`src/hdl/ebjq_pkg.sv`:
```
// ebjq_pkg: shared types, codes and sizes of the event bridge job queue
// used by ebjq_front, ebjq_back and event_bridge_job_queue_unit
// depends on nothing
package ebjq_pkg;

   // job ring
   localparam int QUEUE_DEPTH = 8;
   localparam int QIDX_W      = (QUEUE_DEPTH > 1) ? $clog2(QUEUE_DEPTH) : 1;
   localparam int QCNT_W      = $clog2(QUEUE_DEPTH + 1);

   // field widths
   localparam int OP_W       = 3;
   localparam int ID_W       = 8;
   localparam int ADDR_W     = 16;
   localparam int TIME_W     = 48;
   localparam int AGE_W      = 32;
   localparam int CNT_W      = 32;
   localparam int CIDX_W     = 4;
   localparam int CSR_IDX_W  = 2;
   localparam int CSR_DATA_W = 32;

   // internal queues between the parts and at the result side
   localparam int CMDQ_DEPTH = 2;
   localparam int RSPQ_DEPTH = 2;

   localparam logic [ADDR_W-1:0] UNICAST_LIMIT = 16'h8000;

   // statistics counters
   localparam int NUM_COUNTERS           = 15;
   localparam int C_SER_NOOP             = 0;
   localparam int C_SER_INVALID          = 1;
   localparam int C_SER_VALID            = 2;
   localparam int C_NOT_READY            = 3;
   localparam int C_FULL_TO_MESH         = 4;
   localparam int C_FULL_TO_SERIAL       = 5;
   localparam int C_MESH_INVALID         = 6;
   localparam int C_MESH_VALID           = 7;
   localparam int C_MESH_SELF            = 8;
   localparam int C_ACCEPTED_TO_MESH     = 9;
   localparam int C_ACCEPTED_TO_SERIAL   = 10;
   localparam int C_FAILED_TO_MESH       = 11;
   localparam int C_FAILED_TO_SERIAL     = 12;
   localparam int C_EXPIRED_TO_MESH      = 13;
   localparam int C_EXPIRED_TO_SERIAL    = 14;

   // register indexes
   localparam logic [CSR_IDX_W-1:0] CSR_NODE_ADDR  = 2'd0;
   localparam logic [CSR_IDX_W-1:0] CSR_MAX_AGE_MS = 2'd1;
   localparam logic [CSR_IDX_W-1:0] CSR_NONE_ID    = 2'd2;

   localparam logic [AGE_W-1:0] MAX_AGE_RESET = 32'd5000;

   typedef enum logic [OP_W-1:0] {
      OP_SERIAL   = 3'd0,
      OP_MESH     = 3'd1,
      OP_TAKE     = 3'd2,
      OP_COMPLETE = 3'd3,
      OP_READ     = 3'd4
   } opcode_type;

   typedef enum logic [2:0] {
      ST_OK        = 3'd0,
      ST_NOOP      = 3'd1,
      ST_INVALID   = 3'd2,
      ST_NOT_READY = 3'd3,
      ST_FULL      = 3'd4,
      ST_SELF      = 3'd5,
      ST_EMPTY     = 3'd6,
      ST_EXPIRED   = 3'd7
   } status_type;

   // what the back part does with a classified item
   typedef enum logic [1:0] {
      ACT_REPORT = 2'd0,
      ACT_PUSH   = 2'd1,
      ACT_TAKE   = 2'd2,
      ACT_READ   = 2'd3
   } act_type;

   typedef struct packed {
      logic [ADDR_W-1:0] node_addr;
      logic [AGE_W-1:0]  max_age_ms;
      logic [ID_W-1:0]   none_id;
   } cfg_type;

   typedef struct packed {
      act_type                 action;
      status_type              status;
      logic [NUM_COUNTERS-1:0] inc;
      logic [ID_W-1:0]         id;
      logic [ADDR_W-1:0]       src;
      logic                    dir;
      logic [TIME_W-1:0]       now;
      logic                    ready;
      logic [CIDX_W-1:0]       cidx;
   } cmd_type;

   typedef struct packed {
      logic              dir;
      logic [ADDR_W-1:0] src;
      logic [ID_W-1:0]   id;
   } tag_type;

   typedef struct packed {
      status_type        status;
      logic [ID_W-1:0]   job_id;
      logic [ADDR_W-1:0] job_source;
      logic              job_direction;
      logic [TIME_W-1:0] job_received_ms;
      logic [CNT_W-1:0]  counter_value;
   } rsp_type;

endpackage

```
`src/hdl/event_bridge_job_queue_unit.sv`:
```
// event_bridge_job_queue_unit: top level of the event bridge job queue
// holds the configuration registers; instantiates ebjq_front and ebjq_back
// and uses ebjq_pkg
//
// usage
// - items enter through a queue-like port: an item is taken at a clock edge
//   with push high and full low; every item gives exactly one result
// - results leave through a queue-like port: the oldest result sits on the
//   rsp_ ports while empty is low and is taken at an edge with pop high
// - csr port: a write happens at every edge with csr_write_enable high;
//   index 0 node address, 1 max_age_ms, 2 none_id; other indexes are ignored
// - a taken item passes the command queue register, then the result queue
//   register, before its result is on the rsp_ ports
// - throughput: one item per cycle while the result queue has room or is
//   popped, set by the single execute step of the back part (one ring slot
//   access and the item's counter updates per cycle)
// - when pop stays low the two-entry result queue fills, then the back part
//   holds and the two-entry command queue fills, then full goes high
// - reset (synchronous) empties all queues and the job ring, clears the
//   statistics counters and loads the register reset values
module event_bridge_job_queue_unit (
   input  logic                             clock,
   input  logic                             reset,
   // input item channel
   input  logic                             push,
   output logic                             full,
   input  logic [ebjq_pkg::OP_W-1:0]        req_opcode,
   input  logic [ebjq_pkg::ID_W-1:0]        req_event_id,
   input  logic                             req_id_ok,
   input  logic [ebjq_pkg::ADDR_W-1:0]      req_source_address,
   input  logic [ebjq_pkg::TIME_W-1:0]      req_now_ms,
   input  logic                             req_mesh_up,
   input  logic                             req_direction,
   input  logic                             req_accepted,
   input  logic [ebjq_pkg::CIDX_W-1:0]      req_counter_index,
   // result channel
   output logic                             empty,
   input  logic                             pop,
   output logic [2:0]                       rsp_status,
   output logic [ebjq_pkg::ID_W-1:0]        rsp_job_id,
   output logic [ebjq_pkg::ADDR_W-1:0]      rsp_job_source,
   output logic                             rsp_job_direction,
   output logic [ebjq_pkg::TIME_W-1:0]      rsp_job_received_ms,
   output logic [ebjq_pkg::CNT_W-1:0]       rsp_counter_value,
   // configuration writes
   input  logic                             csr_write_enable,
   input  logic [ebjq_pkg::CSR_IDX_W-1:0]   csr_index,
   input  logic [ebjq_pkg::CSR_DATA_W-1:0]  csr_write_data
);
   import ebjq_pkg::*;

   cfg_type cfg_ff, cfg_in;
   logic    cmd_valid;
   logic    cmd_take;
   cmd_type cmd;

   // register writes; the user must write only while the block is idle, the block does not enforce it
   always_comb begin
      cfg_in = cfg_ff;
      if (csr_write_enable) begin
         unique case (csr_index)
            CSR_NODE_ADDR:  cfg_in.node_addr  = csr_write_data[ADDR_W-1:0];
            CSR_MAX_AGE_MS: cfg_in.max_age_ms = csr_write_data[AGE_W-1:0];
            CSR_NONE_ID:    cfg_in.none_id    = csr_write_data[ID_W-1:0];
            default: ;
         endcase
      end
   end

   always_ff @(posedge clock) begin
      if (reset) begin
         cfg_ff.node_addr  <= '0;
         cfg_ff.max_age_ms <= MAX_AGE_RESET;
         cfg_ff.none_id    <= '0;
      end else begin
         cfg_ff <= cfg_in;
      end
   end

   // front: accept and classify
   ebjq_front u_front (
      .clock              (clock),
      .reset              (reset),
      .push               (push),
      .full               (full),
      .req_opcode         (req_opcode),
      .req_event_id       (req_event_id),
      .req_id_ok          (req_id_ok),
      .req_source_address (req_source_address),
      .req_now_ms         (req_now_ms),
      .req_mesh_up        (req_mesh_up),
      .req_direction      (req_direction),
      .req_accepted       (req_accepted),
      .req_counter_index  (req_counter_index),
      .cfg                (cfg_ff),
      .cmd_valid          (cmd_valid),
      .cmd_take           (cmd_take),
      .cmd                (cmd)
   );

   // back: job ring, counters and result queue
   ebjq_back u_back (
      .clock               (clock),
      .reset               (reset),
      .cfg                 (cfg_ff),
      .cmd_valid           (cmd_valid),
      .cmd_take            (cmd_take),
      .cmd                 (cmd),
      .empty               (empty),
      .pop                 (pop),
      .rsp_status          (rsp_status),
      .rsp_job_id          (rsp_job_id),
      .rsp_job_source      (rsp_job_source),
      .rsp_job_direction   (rsp_job_direction),
      .rsp_job_received_ms (rsp_job_received_ms),
      .rsp_counter_value   (rsp_counter_value)
   );

endmodule

```
`src/hdl/ebjq_front.sv`:
```
// ebjq_front: accepts items, classifies them against the configuration
// and keeps them in a short command queue for the back part; uses ebjq_pkg
module ebjq_front (
   input  logic                         clock,
   input  logic                         reset,
   input  logic                         push,
   output logic                         full,
   input  logic [ebjq_pkg::OP_W-1:0]    req_opcode,
   input  logic [ebjq_pkg::ID_W-1:0]    req_event_id,
   input  logic                         req_id_ok,
   input  logic [ebjq_pkg::ADDR_W-1:0]  req_source_address,
   input  logic [ebjq_pkg::TIME_W-1:0]  req_now_ms,
   input  logic                         req_mesh_up,
   input  logic                         req_direction,
   input  logic                         req_accepted,
   input  logic [ebjq_pkg::CIDX_W-1:0]  req_counter_index,
   input  ebjq_pkg::cfg_type            cfg,
   output logic                         cmd_valid,
   input  logic                         cmd_take,
   output ebjq_pkg::cmd_type            cmd
);
   import ebjq_pkg::*;

   cmd_type    cmdq_ff [CMDQ_DEPTH];
   logic       cmdq_head_ff, cmdq_head_in;
   logic [1:0] cmdq_count_ff, cmdq_count_in;
   logic       cmdq_tail;
   logic       accept;
   cmd_type    new_cmd;

   assign full      = (cmdq_count_ff == 2'(CMDQ_DEPTH));
   assign accept    = push && !full;
   assign cmd_valid = (cmdq_count_ff != 2'd0);
   assign cmd       = cmdq_ff[cmdq_head_ff];
   assign cmdq_tail = cmdq_head_ff ^ cmdq_count_ff[0];

   // classification
   always_comb begin
      new_cmd        = '0;
      new_cmd.action = ACT_REPORT;
      new_cmd.status = ST_INVALID;
      new_cmd.id     = req_event_id;
      new_cmd.now    = req_now_ms;
      new_cmd.ready  = req_mesh_up;
      new_cmd.cidx   = req_counter_index;
      unique case (opcode_type'(req_opcode))
         OP_SERIAL: begin
            if (req_event_id == cfg.none_id) begin
               new_cmd.status          = ST_NOOP;
               new_cmd.inc[C_SER_NOOP] = 1'b1;
            end else if (!req_id_ok) begin
               new_cmd.inc[C_SER_INVALID] = 1'b1;
            end else begin
               new_cmd.inc[C_SER_VALID] = 1'b1;
               if (!req_mesh_up) begin
                  new_cmd.status           = ST_NOT_READY;
                  new_cmd.inc[C_NOT_READY] = 1'b1;
               end else begin
                  new_cmd.action = ACT_PUSH;
                  new_cmd.dir    = 1'b0;
               end
            end
         end
         OP_MESH: begin
            if (!req_id_ok || req_source_address == '0
                || req_source_address >= UNICAST_LIMIT) begin
               new_cmd.inc[C_MESH_INVALID] = 1'b1;
            end else begin
               new_cmd.inc[C_MESH_VALID] = 1'b1;
               if (req_source_address == cfg.node_addr) begin
                  new_cmd.status           = ST_SELF;
                  new_cmd.inc[C_MESH_SELF] = 1'b1;
               end else begin
                  new_cmd.action = ACT_PUSH;
                  new_cmd.src    = req_source_address;
                  new_cmd.dir    = 1'b1;
               end
            end
         end
         OP_TAKE: begin
            new_cmd.action = ACT_TAKE;
         end
         OP_COMPLETE: begin
            new_cmd.status = ST_OK;
            case ({req_accepted, req_direction})
               2'b10:   new_cmd.inc[C_ACCEPTED_TO_MESH]   = 1'b1;
               2'b11:   new_cmd.inc[C_ACCEPTED_TO_SERIAL] = 1'b1;
               2'b00:   new_cmd.inc[C_FAILED_TO_MESH]     = 1'b1;
               default: new_cmd.inc[C_FAILED_TO_SERIAL]   = 1'b1;
            endcase
         end
         OP_READ: begin
            if (req_counter_index < CIDX_W'(NUM_COUNTERS)) begin
               new_cmd.action = ACT_READ;
               new_cmd.status = ST_OK;
            end
         end
         default: ;
      endcase
   end

   always_comb begin
      cmdq_head_in  = cmdq_head_ff ^ cmd_take;
      cmdq_count_in = cmdq_count_ff + 2'(accept) - 2'(cmd_take);
   end

   always_ff @(posedge clock) begin
      if (reset) begin
         cmdq_head_ff  <= 1'b0;
         cmdq_count_ff <= 2'd0;
      end else begin
         cmdq_head_ff  <= cmdq_head_in;
         cmdq_count_ff <= cmdq_count_in;
      end
   end

   always_ff @(posedge clock) begin
      if (accept) begin
         cmdq_ff[cmdq_tail] <= new_cmd;
      end
   end

endmodule

```
`src/hdl/ebjq_back.sv`:
```
// ebjq_back: carries out classified items on the job ring and the
// statistics counters, and queues the results; uses ebjq_pkg
module ebjq_back (
   input  logic                         clock,
   input  logic                         reset,
   input  ebjq_pkg::cfg_type            cfg,
   input  logic                         cmd_valid,
   output logic                         cmd_take,
   input  ebjq_pkg::cmd_type            cmd,
   output logic                         empty,
   input  logic                         pop,
   output logic [2:0]                   rsp_status,
   output logic [ebjq_pkg::ID_W-1:0]    rsp_job_id,
   output logic [ebjq_pkg::ADDR_W-1:0]  rsp_job_source,
   output logic                         rsp_job_direction,
   output logic [ebjq_pkg::TIME_W-1:0]  rsp_job_received_ms,
   output logic [ebjq_pkg::CNT_W-1:0]   rsp_counter_value
);
   import ebjq_pkg::*;

   localparam int SUM_W = QIDX_W + 1;

   // job ring, no reset: a slot is read only after it was written
   logic [TIME_W-1:0] job_time_ff [QUEUE_DEPTH];
   tag_type           job_tag_ff  [QUEUE_DEPTH];
   logic [QIDX_W-1:0] ring_head_ff, ring_head_in;
   logic [QCNT_W-1:0] ring_count_ff, ring_count_in;
   logic [SUM_W-1:0]  tail_sum;
   logic [QIDX_W-1:0] ring_tail;
   logic [QIDX_W-1:0] head_next;

   logic [CNT_W-1:0]  counter_ff [NUM_COUNTERS];

   rsp_type           rspq_ff [RSPQ_DEPTH];
   logic              rspq_head_ff, rspq_head_in;
   logic [1:0]        rspq_count_ff, rspq_count_in;
   logic              rspq_tail;
   logic              rsp_fire;

   logic                    exec;
   logic                    do_push, do_take;
   logic [NUM_COUNTERS-1:0] inc;
   rsp_type                 res;
   tag_type                 head_tag;
   logic [TIME_W-1:0]       head_time;
   logic [TIME_W:0]         age;
   logic                    expired;
   tag_type                 job_tag_in;

   assign empty    = (rspq_count_ff == 2'd0);
   assign rsp_fire = pop && !empty;
   assign exec     = cmd_valid && ((rspq_count_ff != 2'(RSPQ_DEPTH)) || rsp_fire);
   assign cmd_take = exec;

   assign tail_sum  = SUM_W'(ring_head_ff) + SUM_W'(ring_count_ff);
   assign ring_tail = (tail_sum >= SUM_W'(QUEUE_DEPTH))
                      ? QIDX_W'(tail_sum - SUM_W'(QUEUE_DEPTH)) : QIDX_W'(tail_sum);
   assign head_next = (ring_head_ff == QIDX_W'(QUEUE_DEPTH - 1))
                      ? '0 : ring_head_ff + QIDX_W'(1);

   assign head_tag  = job_tag_ff[ring_head_ff];
   assign head_time = job_time_ff[ring_head_ff];
   // future timestamp shows as a borrow
   assign age       = {1'b0, cmd.now} - {1'b0, head_time};
   assign expired   = age[TIME_W] || (age[TIME_W-1:0] >= TIME_W'(cfg.max_age_ms));

   assign job_tag_in = '{dir: cmd.dir, src: cmd.src, id: cmd.id};

   always_comb begin
      res         = '0;
      res.status  = cmd.status;
      inc         = cmd.inc;
      do_push     = 1'b0;
      do_take     = 1'b0;
      unique case (cmd.action)
         ACT_REPORT: ;
         ACT_PUSH: begin
            if (ring_count_ff == QCNT_W'(QUEUE_DEPTH)) begin
               res.status = ST_FULL;
               if (cmd.dir) begin
                  inc[C_FULL_TO_SERIAL] = 1'b1;
               end else begin
                  inc[C_FULL_TO_MESH] = 1'b1;
               end
            end else begin
               res.status = ST_OK;
               do_push    = 1'b1;
            end
         end
         ACT_TAKE: begin
            if (ring_count_ff == '0) begin
               res.status = ST_EMPTY;
            end else begin
               do_take             = 1'b1;
               res.job_id          = head_tag.id;
               res.job_source      = head_tag.src;
               res.job_direction   = head_tag.dir;
               res.job_received_ms = head_time;
               if (expired) begin
                  res.status = ST_EXPIRED;
                  if (head_tag.dir) begin
                     inc[C_EXPIRED_TO_SERIAL] = 1'b1;
                  end else begin
                     inc[C_EXPIRED_TO_MESH] = 1'b1;
                  end
               end else if (!head_tag.dir && !cmd.ready) begin
                  res.status       = ST_NOT_READY;
                  inc[C_NOT_READY] = 1'b1;
               end else begin
                  res.status = ST_OK;
               end
            end
         end
         ACT_READ: begin
            res.counter_value = counter_ff[cmd.cidx];
         end
         default: ;
      endcase
   end

   always_comb begin
      ring_head_in  = ring_head_ff;
      ring_count_in = ring_count_ff;
      if (exec && do_push) begin
         ring_count_in = ring_count_ff + QCNT_W'(1);
      end
      if (exec && do_take) begin
         ring_head_in  = head_next;
         ring_count_in = ring_count_ff - QCNT_W'(1);
      end
      rspq_head_in  = rspq_head_ff ^ rsp_fire;
      rspq_count_in = rspq_count_ff + 2'(exec) - 2'(rsp_fire);
   end

   assign rspq_tail = rspq_head_ff ^ rspq_count_ff[0];

   always_ff @(posedge clock) begin
      if (reset) begin
         ring_head_ff  <= '0;
         ring_count_ff <= '0;
         rspq_head_ff  <= 1'b0;
         rspq_count_ff <= 2'd0;
      end else begin
         ring_head_ff  <= ring_head_in;
         ring_count_ff <= ring_count_in;
         rspq_head_ff  <= rspq_head_in;
         rspq_count_ff <= rspq_count_in;
      end
   end

   always_ff @(posedge clock) begin
      for (int i = 0; i < NUM_COUNTERS; i++) begin
         if (reset) begin
            counter_ff[i] <= '0;
         end else if (exec && inc[i]) begin
            counter_ff[i] <= counter_ff[i] + CNT_W'(1);
         end
      end
   end

   always_ff @(posedge clock) begin
      if (exec && do_push) begin
         job_time_ff[ring_tail] <= cmd.now;
         job_tag_ff[ring_tail]  <= job_tag_in;
      end
      if (exec) begin
         rspq_ff[rspq_tail] <= res;
      end
   end

   assign rsp_status          = rspq_ff[rspq_head_ff].status;
   assign rsp_job_id          = rspq_ff[rspq_head_ff].job_id;
   assign rsp_job_source      = rspq_ff[rspq_head_ff].job_source;
   assign rsp_job_direction   = rspq_ff[rspq_head_ff].job_direction;
   assign rsp_job_received_ms = rspq_ff[rspq_head_ff].job_received_ms;
   assign rsp_counter_value   = rspq_ff[rspq_head_ff].counter_value;

endmodule

```
`config.mk`:
```
export PLATFORM = sky130hd
export DESIGN_NAME = event_bridge_job_queue_unit
export DESIGN_NICKNAME = d
export VERILOG_FILES = /design/src/hdl/ebjq_pkg.sv /design/src/hdl/event_bridge_job_queue_unit.sv /design/src/hdl/ebjq_front.sv /design/src/hdl/ebjq_back.sv
export SDC_FILE = /design/constraint.sdc
export NUM_CORES = 2
export LEC_CHECK = 0
export BUFFER_PORTS_ARGS = -buffer_cell sky130_fd_sc_hd__buf_4
export CAP_MARGIN = 0
export CORE_ASPECT_RATIO = 1.25
export CORE_UTILIZATION = 40
export CTS_CLUSTER_DIAMETER = 80
export CTS_CLUSTER_SIZE = 24
export DETAILED_ROUTE_END_ITERATION = 8
export HOLD_SLACK_MARGIN = 0.08
export PLACE_DENSITY = 0.6
export SLEW_MARGIN = 40
export SYNTH_ARGS = -nofsm -noshare
export SYNTH_HDL_FRONTEND = slang
export SYNTH_HIERARCHICAL = 1
export SYNTH_SLANG_ARGS = --single-unit
```
`constraint.sdc`:
```
create_clock -name clock -period 25.8 [get_ports clock]
set_input_delay 1.29 -clock clock [delete_from_list [all_inputs] [get_ports clock]]
set_output_delay 1.29 -clock clock [all_outputs]
set_load 0.02 [all_outputs]
```
==> metrics.txt <==
Clock Pin Slew Worst Setup and Hold Paths 100 ps; first-pass GRT wire length 290000 µm; Die Height 483 µm; reg2reg setup slack 17320 ps; largest net degree at the start of global routing 121; Finished Cell Area 0.0814 mm²; vias in the first global route 44200; first-pass detailed-route iteration total 5; Critical Path AT 8910 ps; global route overflow 0; Setup Fix Bufs, Post-CTS 0; ys flop type edfxtp_1; Initial Util 40.3%; HP Class reg -> reg; synth warn 6; Mapped Area 0.0740 mm²; Logic pwr share 36.0%; DRC viols 0; share of layout cells above drive strength 1 18.9%; Finish-stage setup viols 0; Routed WL 195000 µm; Yosys reg bits 1540; htree depth 3; Worst Hold Launch cfg_ff[18]; Total GRT Usage 20.7%; DP HPWL 135000 µm; WL/cell 24.8 µm; Avg Inst Size Synth 14.1 µm²; Tot Pwr 8.26 mW; via count 44200; synth unique cells 91; Final Skew 69.8 ps; DP Area 0.0786 mm²; Hold Path Depth 2; count leader, synth edfxtp_1; CTS Hold Bufs 0; Max Cap Viol 0; Synth area leader edfxtp_1; IO buf count 231; FF/Latch Area 0.0455 mm²; Power Dens Cells 101 mW/mm²; IO Count 232; fraction of the yosys area taken by sequential cells 61.5%; CTS Sinks 1540; P_sw 3.02 mW; Detail Route Antenna Nets 0; TritonCTS buffer count 83; Core Area 0.184 mm²; final hold vios 0; Worst-Margin Slew 909 ps; Switching Fraction 36.6%; crit-path max FO 56; register share of total power 45.3%; top cells by area, synth edfxtp_1, mux4_2, xor2_1; CP Class reg -> reg; post-synth top area share 59.6%; worst skew pair latency 760 ps; period utilization 32.9%; Clock Tree Buf Depth 3; fmax 118 MHz; Area growth syn-to-layout 10.0%; multi-input combinational cell area 0.0273 mm²; Worst EP required 26230 ps; reg2reg end u_back/counter_ff[13][6]; WHS Endpoint cfg_ff[18]; Die ar. 0.187 mm²; commonest cells in the netlist edfxtp_1, nor2_1, xor2_1, nand2_1, mux4_2; Place WS 17470 ps; layout net count 5641; post-CTS resize count 0; clock power share 18.7%; Tmin final 8480 ps; share of synthesized registers carrying an async set or reset 0%; vias per cell 5.61; initial detailed-routing violation count 3771; RSZ-0062 raised after global routing no; RD Place Congestion 0.944; Cell Int Power 5.23 mW; # fillers 16500; Post-synth EDFFs 1468; Worst Setup Start Kind register; Pleak 26.4 nW; die width 387 µm; slack of the critical path 17320 ps; status completed; Slew Viols, Final 0; initial antenna violation count 25; crit end category register; root buf cell clkbuf_16; CTS tree built; Worst Reg-to-Reg Cells 24; total negative slack 0 ps; Std-Cell Rows 176; Mapped Cells 5255; VDD IR max 0.0000701 V; Slew Limit Headroom 38.8%
==> metrics by stage <==
stage / instances / util (%) / hold slack [ps]
4_1_cts: 7865 / 44.2 / 481
3_5_place_dp: 7723 / 42.7 / 463
6_report: 7874 / 44.3 / 479
3_3_place_gp: 7718 / 42.6 / 463
5_1_grt: 7869 / 44.3 / 494
2_1_floorplan: 5260 / - / 449
==> layout by cell type, fill, tap and decap left out, types with 11 or more instances in the layout <==
master / instances
clkbuf_1: 21
o2bb2ai_1: 17
o21a_1: 11
o21ai_0: 109
nand2b_1: 102
and2_1: 48
a21oi_1: 122
edfxtp_1: 1468
mux2i_1: 163
ha_1: 108
xnor2_1: 180
nand2_1: 290
a211oi_2: 40
clkbuf_16: 85
or2_2: 12
nor2b_1: 22
and3_1: 105
nor3_1: 50
nand4_1: 98
nand3_1: 205
o21ai_1: 11
xor2_1: 313
and4_1: 27
mux2_2: 200
buf_4: 293
or3_1: 47
dfxtp_1: 67
inv_1: 96
mux4_2: 274
nor2_1: 616
a21o_1: 29
nor4_1: 11
==> worst max-delay path: stages (launching register included) <==
cell and delay [ps]:
dfxtp_4 780, buf_4 690, mux4_2 580, mux2i_1 270, ha_1 340, and2b_1 210, o2111ai_1 320, nand2_1 150
a211oi_1 570, a21oi_1 280, nor2_1 210, xnor2_1 170, ha_1 280, nand4_1 80, nor2_1 60, a21oi_1 170
nand2_1 80, a2111oi_0 530, nand3_1 160, nor3_1 230, and4_1 250, and3_4 600, buf_6 610, o31ai_4 130
buf_4 300
==> routing by layer <==
layer,vias up,routed length [µm],part of all wire [%],GRT usage (%)
met5,-,68,0.035,0
met4,12,5280,2.7,6.10
met3,221,9750,5.0,2.58
met2,1160,96400,49,35.6
met1,22700,83900,43,27.5
li1,20000,-,-,-
==> kinds of logic (layout without fill, tap and decap cells) <==
group	Yosys count	count (layout)	synth area share (%)
AND/OR/NAND/NOR	1694	1694	11.0
flip-flops	1540	1540	61.5
multiplexers	640	640	13.6
XOR/XNOR	493	493	5.83
AO/OA/AOI/OAI	437	437	4.15
buffers and inverters	339	544	1.94
adder cells (fa/ha/maj)	111	111	1.91
other	1	12	0.00507
==> worst max-delay path by stage <==
stage	start	end	slack [ps]	cells after the start
floorplan	register	u_back/counter_ff[3][0]	17360	25
global placement	register	u_back/counter_ff[13][24]	17240	24
detailed placement	register	u_back/counter_ff[13][24]	17470	24
CTS	register	u_back/counter_ff[13][2]	17370	24
global route	register	u_back/counter_ff[13][6]	16780	24
finish	register	u_back/counter_ff[13][6]	17320	24
==> power by group through the flow <==
stage	Sequential (mW)	Combinational, mW	Clock, mW
after global routing	3.80	3.18	1.66
after CTS	3.75	2.98	1.59
after detailed placement	3.80	2.96	0
after floorplan	3.71	1.91	0
final	3.74	2.97	1.54
after global placement	3.79	2.92	0
==> state kept, by name, indices dropped and copies added, names as in the netlist, named ones only <==
signal / cells
u_back/counter_ff: 480
u_back/job_time_ff: 384
u_back/rspq_ff: 216
u_back/job_tag_ff: 200
u_front/cmdq_ff: 188
cfg_ff: 56
u_back/ring_count_ff: 4
u_back/ring_head_ff: 3
u_back/rspq_count_ff: 2
u_front/cmdq_count_ff: 2
u_back/rspq_head_ff: 1
u_front/cmdq_head_ff: 1
==> cell type report <==
class | instances | area share, %
tap | 2403 | 3.69
clock inverter | 36 | 0.692
antenna | 6 | 0.0184
timing repair buffer | 305 | 3.00
multi-input combinational | 3381 | 33.5
clock buffer | 106 | 2.71
inverter | 97 | 0.447
sequential | 1540 | 55.9
Power figures use the tool's default switching activity.
